$ cat src/bhtr_pkg.sv
// ----------------------------------------------------------------------------
// bhtr_pkg
// Shared types, constants and helpers for the bucketed hash table with
// age/depth replacement.
// ----------------------------------------------------------------------------
package bhtr_pkg;

  localparam int NumBucketsDef = 1024;
  localparam int WaysDef       = 4;

  localparam int KeyW   = 64;
  localparam int TagW   = 32;
  localparam int MoveW  = 32;
  localparam int ScoreW = 16;
  localparam int DepthW = 8;
  localparam int KindW  = 2;
  localparam int AgeW   = 16;
  localparam int EvalW  = 16;
  localparam int CountW = 13;
  localparam int OutWayW = 2;

  localparam int AgeShift = 9;
  localparam int RankW    = AgeW + AgeShift;

  localparam logic [CountW-1:0] COUNT_MAX = {CountW{1'b1}};

  localparam logic CMD_LOOKUP = 1'b0;
  localparam logic CMD_INSERT = 1'b1;

  localparam logic [KindW-1:0] KIND_EMPTY = '0;

  typedef struct packed {
    logic [TagW-1:0]          tag;
    logic [MoveW-1:0]         move;
    logic signed [ScoreW-1:0] score;
    logic [DepthW-1:0]        depth;
    logic [KindW-1:0]         kind;
    logic [AgeW-1:0]          age;
    logic signed [EvalW-1:0]  eval;
  } entry_t;

  // address width for a store of n rows, never below one bit
  function automatic int addr_w(int n);
    int r;
    r = $clog2(n);
    return (r < 1) ? 1 : r;
  endfunction

endpackage

$ cat src/bhtr_ram.sv
// ----------------------------------------------------------------------------
// bhtr_ram
// Generic simple dual-port RAM: one write port, one read port with
// registered read data (holds while not read).
// ----------------------------------------------------------------------------
module bhtr_ram #(
  parameter int Width = 8,
  parameter int Depth = 16,
  parameter int AddrW = bhtr_pkg::addr_w(Depth)
) (
  input  logic             clk_i,
  input  logic             we_i,
  input  logic [AddrW-1:0] waddr_i,
  input  logic [Width-1:0] wdata_i,
  input  logic             re_i,
  input  logic [AddrW-1:0] raddr_i,
  output logic [Width-1:0] rdata_o
);

  logic [Width-1:0] mem [Depth];
  logic [Width-1:0] rdata_q;

  always_ff @(posedge clk_i) begin
    if (we_i) begin
      mem[waddr_i] <= wdata_i;
    end
    if (re_i) begin
      rdata_q <= mem[raddr_i];
    end
  end

  assign rdata_o = rdata_q;

endmodule

$ cat config.mk
export PLATFORM = sky130hd
export DESIGN_NAME = bhtr_ram
export DESIGN_NICKNAME = d
export VERILOG_FILES = /design/src/bhtr_pkg.sv /design/src/bhtr_ram.sv
export SDC_FILE = /design/constraint.sdc
export NUM_CORES = 1
export LEC_CHECK = 0
export ABC_AREA = 1
export BUFFER_PORTS_ARGS = -buffer_cell sky130_fd_sc_hd__buf_4
export CAP_MARGIN = 40
export CORE_ASPECT_RATIO = 1.2
export CORE_MARGIN = 2
export CORE_UTILIZATION = 40
export DETAILED_ROUTE_END_ITERATION = 6
export GPL_TIMING_DRIVEN = 0
export PLACE_DENSITY = 0.6
export SLEW_MARGIN = 40
export SYNTH_ARGS = -nofsm -noshare
export SYNTH_HDL_FRONTEND = slang
export SYNTH_SLANG_ARGS = --single-unit
$ cat constraint.sdc
create_clock -name clk_i -period 1.4 [get_ports clk_i]
set_input_delay 0.42 -clock clk_i [delete_from_list [all_inputs] [get_ports clk_i]]
set_output_delay 0.42 -clock clk_i [all_outputs]
set_load 0.005 [all_outputs]
==> results.md, run 1 <==
- Startpoint types: primary input
- Fraction of layout instances using a drive strength above 1: 13.7%
- Worst path cell trace: buf_4 > nand3b_1 > nor2_1
- Routed wire per std cell: 18.5 um
- Hold WC Path Type: primary input to register
- Achievable clock frequency: 705 MHz
- Total grt overflow: 0
- Sequential fraction of the synthesis area: 69.8%
- Antenna-violating nets left: 0
- Netlist area before placement: 5850 um^2
- Mapped Cells: 551
- Slew margin rel.: a little over two fifths
- Max clock buf depth: 2
- Async S/R FF share, synth: 0%
- First-pass GRT wire length: 21.5 mm
- Max-Cap Viols: 0
- Leakage power total: 2.91 nW
- Synth warnings: 0
- DPL Wire Length: 9.63 mm
- Drc violations: 0
- Status: finished with violations
- GRT Total Usage: around 20%
- Syn Nets: 570
- Synth cell count leaders: nand2_1 (173), edfxtp_1 (136), inv_1 (100), nand3_1 (97), nor2_1 (17)
- Area after DPL: between 6000 and 7000 um^2
- CP required: 1.44 ns
- Critical Path Slowest Stage Cell: nor2_1
- Io pins: 27
- P_int: a little over 7 mW
- Initial detailed-routing violation count: 432
- Cell variety after synth: 11
- Final setup viols: 8
- Via Count: 3,859
- Post-Route WL: 14.5 mm
- Clock tree root buffer cell: clkbuf_16
- Num CTS Buffers: 17
- Max H-tree Level: 4
- CORE AREA: about 14,000 um^2
- Reg power frac: 49.0%
- Top_reg_cell synth: edfxtp_1
- Die H: 136 um
- Clk_lat worst skew: between 0.4 and 0.5 ns
- Switching power: roughly 2.2 mW
- Synth-to-Final Area Change: 16.5%
- Mapped Avg Cell Area: 10.6 um^2
- Final Hold Viols: 0
- Synth top area share: 69.8%
- Worst VDD drop: ~0.77 mV
- Die Wd: ~110 um
- Vias in the first global route: 3,688
- Final slew viol count: 0
- Failing checks: negative setup slack
- Final Skew: 0.0104 ns
- EDFF count, synth: 136
- RSZ-0062 raised after global routing: yes
- CP max FO: 8
- Crit share post-route: 101%
- # diodes: 0
- Post-route setup slack: -0.0186 ns
- Worst slew pin tran: 0.852 ns
- CP arrival: 1.46 ns
- Via density: 4.94
- Tmin final: 1.42 ns
- Gpl congestion: 0.896
- Power density cells: 1380 nW/um^2
- Starting Density: 40.7%
- Gate power share: under 10%
- Worst slack at placement: -0.503 ns
- Layout Cell Area excl Fill: 6810 um^2
- Largest net degree at the start of global routing: 17
- Num rows: 48
- Setup crit end kind: register
- CP Class: primary input to register
- Synth area leader: edfxtp_1
- Clk slew on worst S/H paths: 0.06 ns
- Drt pass-1 iters: 5
- Sw Share: 23.1%
- Synth Register Bits: ~140
- CTS Sinks: 136
- Slowest stage delay, CP: between 0.6 and 0.7 ns
- Antenna violations before repair: 0
- CTS tree: yes
- Setup Fix Bufs, Post-CTS: 0
- Post-layout nets: 612
- Input/output buffers: 23
- Count leader, synth: nand2_1
- Top cells by area, synth: edfxtp_1 (70%), nand2_1 (11%), nand3_1 (8.3%)
- Clk network pwr share: between 40% and 50%
- Die area: roughly 16,000 um^2
[metrics by stage]
step           power (mW)  instances  util [%]  TNS [ns]  hold WS, ns
5_1_grt              9.69        781      47.5    -0.438        0.283
4_1_cts              9.46        781      47.4    -0.124        0.277
3_5_place_dp         5.31        749      43.5    -49.49        0.707
3_3_place_gp         5.30        749      43.5    -46.05        0.695
6_report             9.40        781      47.5    -0.105        0.283
2_1_floorplan        5.02        551         -         0        0.519
[final timing paths]
| kind | start | endpoint | slack (ns) | cells after the start |
|---|---|---|---|---|
| worst max-delay path | waddr_i[3] | mem[5][2] | -0.02 | 3 |
| worst min-delay path | re_i | rdata_o[6] | 0.28 | 1 |
| worst max register to register | mem[7][1] | rdata_o[1] | 0.16 | 6 |
| worst min register to register | mem[8][3] | rdata_o[3] | 0.78 | 6 |
[power by group through the flow]
stage	combinational [mW]	clock [mW]	sequential [mW]
finish	0.627	4.17	4.61
global route	0.685	4.39	4.61
CTS	0.624	4.23	4.61
detailed placement	0.620	0	4.69
global placement	0.612	0	4.69
floorplan	0.322	0	4.69
[what timing repair did]
| item | 4_1_cts | 5_1_grt |
|---|---|---|
| hold buffers | 0 | 0 |
| resized for setup | 3 | 6 |
| setup endpoints to repair | 16 | 32 |
[metal layers]
| layer | part of all wire [%] | GRT usage [%] | vias up | wire (um) |
|---|---|---|---|---|
| li1 | - | - | 1867 | - |
| met2 | 50 | 31.7 | 114 | 7240 |
| met1 | 43 | 26.0 | 1856 | 6270 |
| met3 | 4.6 | 4.46 | 22 | 658 |
| met5 | 0 | 0 | - | 0 |
| met4 | 2.0 | 7.25 | 0 | 288 |
[kinds of logic after synthesis]
kind of cell / Yosys count / share of synthesized area [%]
flops: 136 / 69.8
buf+inv: 126 / 9.39
simple gates: 289 / 20.8
[critical path, delay by kind of cell]
family	cells	cell delay, ns
buffers and inverters	1	0.13
AND/OR/NAND/NOR	2	0.90
[placed cells by master (no fill, tap or decap)]
master      Yosys  final
buf_1           1      1
buf_2          13     10
buf_4           4     28
buf_6           6      6
bufinv_16       0      1
clkbuf_1        0      1
clkbuf_16       0     17
clkbuf_4        0      2
clkinv_1        0      1
clkinv_2        0      2
clkinv_4        0      4
clkinvlp_4      0      4
edfxtp_1      136    136
inv_1         100    100
inv_2           2      2
inv_6           0      2
nand2_1       173    173
nand3_1        97     97
nand3b_1        2      2
nor2_1         17     12
nor2_2          0      5
[layout make-up]
| class | count | area, um^2 |
|---|---|---|
| clock inverter | 14 | 126 |
| sequential | 136 | 4080 |
| tap | 175 | 219 |
| inverter | 102 | 383 |
| multi-input combinational | 289 | 1230 |
| fill | 1307 | 7540 |
| timing repair buffer | 23 | 173 |
| buffer | 24 | 174 |
| clock buffer | 18 | 429 |
[registers in the layout, summed over array words and instances, names as in the netlist]
name     count
rdata_o      8
mem        128
(Power assumes the default switching activity.)
==> inputs of run 2 (changes only) <==
- ABC_AREA: 1 -> unset
- SETUP_SLACK_MARGIN: unset -> 0.15
==> run 2 against run 1 <==
  * The run still ends with negative setup slack left
  * Largest power group is now the clock network
  * Power is 9.3% higher
  * Critical endpoint is now rdata_o[3]
  * Cell count decreased by 41%
  * Clock skew barely moved
  * First-iteration DRC count fell by 62%
  * Combinational power decreased by 12%
  * Synthesized cell count down 58%
  * Non-clock buffer count shrank 3
  * Worst hold slack better by 0.011 ns
  * Worst setup slack got worse by 0.023 ns
  * Clock power increased by 23%
  * Critical path type is now register to register
  * Global-route usage down 3.3 points
==> results.md, run 2 <==
- Status: finished with violations
- Failing checks: negative setup slack
- Seq. cell area: 4080 um^2 (unchanged)
- Antenna-violating nets left: 0 (unchanged)
- Tmin final: 1.44 ns (+0.0234 ns)
- Leading cell type in the layout, fill and taps excluded: edfxtp_1
- # diodes: 0 (unchanged)
- # fillers: 1,018 (-22%)
- Layout Cell Area excl Fill: 6660 um^2 (-2.2%)
- Top_reg_cell synth: edfxtp_1
- Initial detailed-routing violation count: 164 (-62%)
- Leakage power total: 2.15 nW (-26%)
- Top reg by flops: mem
- CORE AREA: 12,700 um^2 (-11%)
- CP Class: register to register
- Synth-to-Final Area Change: 27.5%
- Most frequent cells in the layout: edfxtp_1 (136), mux4_2 (32), buf_4 (20)
- Worst Setup SP: mem[11][3]
- Worst VDD drop: 0.827 mV (+8.0%)
- Area of the multi-input gates: 1210 um^2 (-1.1%)
- Starting Density: 41.1% (+0.35 points)
- CP top delay family: multiplexers
- Final setup viols: 3 (-5)
- Input/output buffers: 25 (+8.7%)
- Die Wd: 108 um (-5.3%)
- Max reg flops: 128 (unchanged)
- Reg-to-Reg Start: mem[11][3]
- Final Skew: 0.0100 ns (-0.000392 ns)
- CP required: 1.55 ns (+0.11 ns)
- Io pins: 27 (unchanged)
- Slowest stage delay, CP: 0.50 ns (-0.18 ns)
- RSZ-0062 raised after global routing: yes
- GRT Total Usage: 16.4% (-3.3 points)
- Achievable clock frequency: 693 MHz (-1.6%)
- Clk slew on worst S/H paths: 0.06 ns (about the same)
- Crit share post-route: 103% (+1.7 points)
- Num rows: 45 (-6.3%)
- Drt pass-1 iters: 4 (-1)
- Max H-tree Level: 4 (unchanged)
- Synth Register Bits: 136 (unchanged)
- Area after DPL: 5750 um^2 (-7.8%)
- Antenna violations before repair: 0 (unchanged)
- Synth top area share: 78.1% (+8.3 points)
- Count leader, synth: edfxtp_1
- Hold WC Path Type: primary input to register
- Synth area leader: edfxtp_1
- Slew margin rel.: 38.8% (-4.2 points)
- Via Count: 2,461 (-36%)
- Worst path cell trace: mux4_2 > a22oi_2 > nand2_1
- Bufs and invs on worst path: 0 (-1)
- Clk_lat worst skew: 0.41 ns (about the same)
- Critical Path Slowest Stage Cell: mux4_2
- EDFF count, synth: 136 (unchanged)
- Final Hold Viols: 0 (unchanged)
- Worst slack at placement: -0.559 ns (-0.0558 ns)
- Largest net degree at the start of global routing: 17 (unchanged)
- CP max FO: 1 (-7)
- Startpoint types: register
- Max clock buf depth: 2 (unchanged)
- Worst slew pin tran: 0.915 ns (+0.0630 ns)
- Total grt overflow: 0 (unchanged)
- CTS tree: yes
- Fraction of layout instances using a drive strength above 1: 46.8% (+33 points)
- Die H: 129 um (-5.3%)
- Mapped Cells: 229 (-58%)
- DPL Wire Length: 6.50 mm (-33%)
- Max-Cap Viols: 0 (unchanged)
- Syn Nets: 248 (-56%)
- Post-route setup slack: -0.0420 ns (-0.0234 ns)
- Clock tree root buffer cell: clkbuf_16
- First-pass GRT wire length: 15.7 mm (-27%)
- Gpl congestion: 0.695 (-22%)
- Num CTS Buffers: 17 (unchanged)
- Drc violations: 0 (unchanged)
- Final slew viol count: 0 (unchanged)
- Sequential fraction of the synthesis area: 78.1% (+8.3 points)
- Mapped Avg Cell Area: 22.8 um^2 (+120%)
- Top cells by area, synth: edfxtp_1 (78%), mux4_2 (7.8%), mux4_1 (7.0%)
- Vias in the first global route: 2,627 (-29%)
- CP arrival: 1.59 ns (+0.13 ns)
- Netlist area before placement: 5230 um^2 (-11%)
- Synth cell count leaders: edfxtp_1 (136), mux4_2 (18), a22oi_1 (16), mux4_1 (14), nor2_1 (13)
- Setup crit end kind: register
- Cell variety after synth: 18 (+7)
- Routed wire per std cell: 22.5 um (+21%)
- Via density: 5.36 (+8.5%)
- Async S/R FF share, synth: 0% (unchanged)
- Post-Route WL: 10.3 mm (-29%)
- Hold_sp: re_i
- CTS Sinks: 136 (unchanged)
- Power density cells: 1540 nW/um^2 (+12%)
- Post-layout nets: 301 (-51%)
- Synth warnings: 0 (unchanged)
- # hold bufs at CTS: 0 (unchanged)
- Die area: 14,000 um^2 (-10%)
## run 2: cell types whose count changed in the layout (fill, tap and decap cells not counted), moves of 4 or more
| cell | change |
|---|---|
| buf_2 | -7 |
| nor2_4 | +12 |
| nand2_1 | -164 |
| nor2_2 | -5 |
| a22oi_1 | +4 |
| a22oi_2 | +12 |
| inv_1 | -100 |
| nand3_1 | -97 |
| nor2_1 | -11 |
| mux4_2 | +32 |
| nor3_4 | +4 |
| bufinv_16 | +6 |
| buf_4 | -8 |
| buf_12 | +9 |
## run 2: path summary, 6_finish.rpt
kind / end / slack (ns) / cells past startpoint
worst min register to register: rdata_o[0] / 0.76 / 3
worst min-delay path: rdata_o[2] / 0.29 / 1
worst max register to register: rdata_o[3] / -0.04 / 3
worst max-delay path: rdata_o[3] / -0.04 / 3
## run 2: worst reg2reg max path: stages, from the launching register on
cell      delay (ns)
edfxtp_1        0.37
mux4_2          0.50
a22oi_2         0.20
nand2_1         0.11
## run 2: power breakdown
group	total, mW	switching, mW	internal, mW
Clock	5.12	1.61	3.50
Sequential	4.61	0.0246	4.59
Combinational	0.551	0.291	0.260
Total	10.3	1.93	8.35
## run 2: what timing repair did
item / 4_1_cts / 5_1_grt
pin swaps: 5 / 3
gates resized for setup: 14 / 7
buffers inserted: 7 / 2
endpoints found under the setup margin: 48 / 32
## run 2: cell type report
type,count,area share [%]
buffer,10,1.80
clock buffer,18,6.44
clock inverter,14,3.79
multi-input combinational,83,18.2
sequential,136,61.3
tap,164,3.08
timing repair buffer,34,5.41
## run 2: logic make-up after synthesis
group	count (synthesis)	share of synthesized area, %
buffers and inverters	10	1.65
DFF	136	78.1
AOI/OAI and AO/OA	16	2.30
and+or+nand+nor	35	3.14
muxes	32	14.8
## run 2: layer usage
metal	GRT usage [%]	up-vias	share of wire (%)
met1	20.5	1317	43
met4	5.96	0	1.6
met5	0	-	0
met3	4.53	13	3.4
met2	27.4	56	52
li1	-	1075	-
## run 2: stage by stage
stage / utilization, % / instances / power [mW] / hold WS (ns) / TNS (ns)
global placement: 45.2 / 418 / 5.19 / 0.704 / -37.96
floorplan: - / 229 / 4.97 / 0.519 / -3.99
CTS: 51.8 / 457 / 10.3 / 0.286 / -0.209
detailed placement: 45.2 / 418 / 5.21 / 0.715 / -40.31
global route: 52.4 / 459 / 10.5 / 0.286 / -0.385
finish: 52.4 / 459 / 10.3 / 0.294 / -0.103
==> inputs of run 3 (changes only) <==
- CTS_BUF_LIST: unset -> sky130_fd_sc_hd__clkbuf_16
==> run 3 against run 2 <==
  * The run still ends with negative setup slack left
  * Routed wire length grew 0.11%
  * Largest cell class unchanged
  * Critical path depth is the same
  * Critical endpoint unchanged
  * Largest power group unchanged
  * Fmax is essentially flat
==> results.md, run 3 (synthesized netlist as in run 2, its figures left out) <==
- Status: finished with violations
- Failing checks: negative setup slack
- GRT Total Usage: 16.4% (unchanged)
- Die H: 129 um (unchanged)
- Switching power: 1.93 mW (about the same)
- Slew margin rel.: 39.4% (+0.66 points)
- Antenna violations before repair: 0 (unchanged)
- Max reg flops: 128 (unchanged)
- Leakage power total: 2.16 nW (+0.19%)
- Non-Filler Instances: 459 (unchanged)
- # hold bufs at CTS: 0 (unchanged)
- Post-Route WL: 10.3 mm (+0.11%)
- Final Skew: 0.0101 ns (+0.0000533 ns)
- CP arrival: 1.59 ns (about the same)
- Gpl congestion: 0.695 (unchanged)
- Drc violations: 0 (unchanged)
- CTS tree: yes
- Setup crit end kind: register
- CP top delay family: multiplexers
- Sw Share: 18.8% (about the same)
- Seq. cell area: 4080 um^2 (unchanged)
- P_int: 8.35 mW (about the same)
- Max clock buf depth: 2 (unchanged)
- Drt pass-1 iters: 4 (unchanged)
- Num CTS Buffers: 17 (unchanged)
- CP Class: register to register
- CP max FO: 1 (unchanged)
- Clock tree root buffer cell: clkbuf_16
- Worst slew pin tran: 0.905 ns (-0.00989 ns)
- Clk slew on worst S/H paths: 0.06 ns (about the same)
- Clk network pwr share: 49.7% (about the same)
- Gate power share: 5.4% (about the same)
- Post-layout nets: 301 (unchanged)
- Synth-to-Final Area Change: 27.5% (unchanged)
- Placed cells: 418 (unchanged)
- Vias in the first global route: 2,627 (unchanged)
- Hold WC Path Type: primary input to register
- CTS Sinks: 136 (unchanged)
- Achievable clock frequency: 693 MHz (about the same)
- Routed wire per std cell: 22.5 um (+0.11%)
- Most frequent cells in the layout: edfxtp_1 (136), mux4_2 (32), buf_4 (20)
- Final setup viols: 3 (unchanged)
- # fillers: 1,018 (unchanged)
- Antenna-violating nets left: 0 (unchanged)
- Reg power frac: 44.9% (about the same)
- Slowest stage delay, CP: 0.50 ns (about the same)
- Die Wd: 108 um (unchanged)
- DPL Wire Length: 6.50 mm (unchanged)
- CORE AREA: 12,700 um^2 (unchanged)
- # diodes: 0 (unchanged)
- Tmin final: 1.44 ns (+0.000656 ns)
- Leading cell type in the layout, fill and taps excluded: edfxtp_1
- Largest net degree at the start of global routing: 17 (unchanged)
- Input/output buffers: 25 (unchanged)
- Worst path cell trace: mux4_2 > a22oi_2 > nand2_1
- RSZ-0062 raised after global routing: yes
- Total grt overflow: 0 (unchanged)
- Worst VDD drop: 0.828 mV (about the same)
- Post-route setup slack: -0.0427 ns (-0.000656 ns)
- Io pins: 27 (unchanged)
- Crit share post-route: 103% (about the same)
- Max-Cap Viols: 0 (unchanged)
- Clk_lat worst skew: 0.41 ns (about the same)
- Initial detailed-routing violation count: 164 (unchanged)
- Tot Pwr: 10.3 mW (about the same)
- Startpoint types: register
- Critical Path Slowest Stage Cell: mux4_2
- Starting Density: 41.1% (unchanged)
- Via Count: 2,463 (+0.081%)
- Final Hold Viols: 0 (unchanged)
- Die area: 14,000 um^2 (unchanged)
- Bufs and invs on worst path: 0 (unchanged)
- Fraction of layout instances using a drive strength above 1: 46.8% (unchanged)
- Max H-tree Level: 4 (unchanged)
- Top reg by flops: mem
- Area of the multi-input gates: 1210 um^2 (unchanged)
- Num rows: 45 (unchanged)
- CP required: 1.55 ns (about the same)
- First-pass GRT wire length: 15.7 mm (unchanged)
- Via density: 5.37 (about the same)
- Power density cells: 1540 nW/um^2 (about the same)
- Final slew viol count: 0 (unchanged)
- Final hold slack: 0.293 ns (-0.000226 ns)
-- run 3: changes by cell type in the layout (fill, tap and decap cells not counted) --
cell	change
clkbuf_1	-1
inv_1	+1
-- run 3: power groups by stage --
stage / clock network, mW / logic [mW] / registers (mW)
after floorplan: 0 / 0.278 / 4.69
after global placement: 0 / 0.503 / 4.69
after detailed placement: 0 / 0.511 / 4.69
after CTS: 5.15 / 0.549 / 4.61
after global routing: 5.32 / 0.597 / 4.62
final: 5.11 / 0.551 / 4.61
-- run 3: path summary, 6_finish.rpt --
kind / start / endpoint / slack, ns / cells after the start
worst min register to register: mem[12][0] / rdata_o[0] / 0.76 / 3
worst min-delay path: re_i / rdata_o[2] / 0.29 / 1
worst max-delay path: mem[11][3] / rdata_o[3] / -0.04 / 3
worst max register to register: mem[11][3] / rdata_o[3] / -0.04 / 3
-- run 3: area by class of cell --
type	instances	area share, %
clock buffers	17	6.38
repair buffers	34	5.41
well taps	164	3.08
clock inverters	15	3.85
flip-flops and latches	136	61.3
multi-input cells	83	18.2
plain buffers	10	1.80
-- run 3: what timing repair did --
action                                  4_1_cts  5_1_grt
buffers inserted                              7        2
gates resized for setup                      14        7
endpoints found under the setup margin       48       32
pin swaps                                     5        3
-- run 3: worst reg2reg max path, cell delays in order, from the launching register on --
cell,delay (ns)
edfxtp_1,0.37
mux4_2,0.50
a22oi_2,0.20
nand2_1,0.11
-- run 3: metal layers --
metal | up-vias | GRT usage [%] | share of wire (%)
li1 | 1075 | - | -
met3 | 13 | 4.53 | 3.6
met5 | - | 0 | 0
met2 | 56 | 27.4 | 52
met1 | 1319 | 20.5 | 42
met4 | 0 | 5.96 | 1.6
-- run 3: through the flow --
| step | utilization [%] | TNS, ns | setup WS, ns | cell area (um^2) |
|---|---|---|---|---|
| detailed placement | 45.2 | -40.31 | -0.559 | 5750 |
| global placement | 45.2 | -37.96 | -0.515 | 5750 |
| CTS | 51.8 | -0.209 | -0.0679 | 6590 |
| finish | 52.4 | -0.101 | -0.0427 | 6660 |
| floorplan | - | -3.99 | -0.220 | 5360 |
| global route | 52.4 | -0.384 | -0.106 | 6660 |
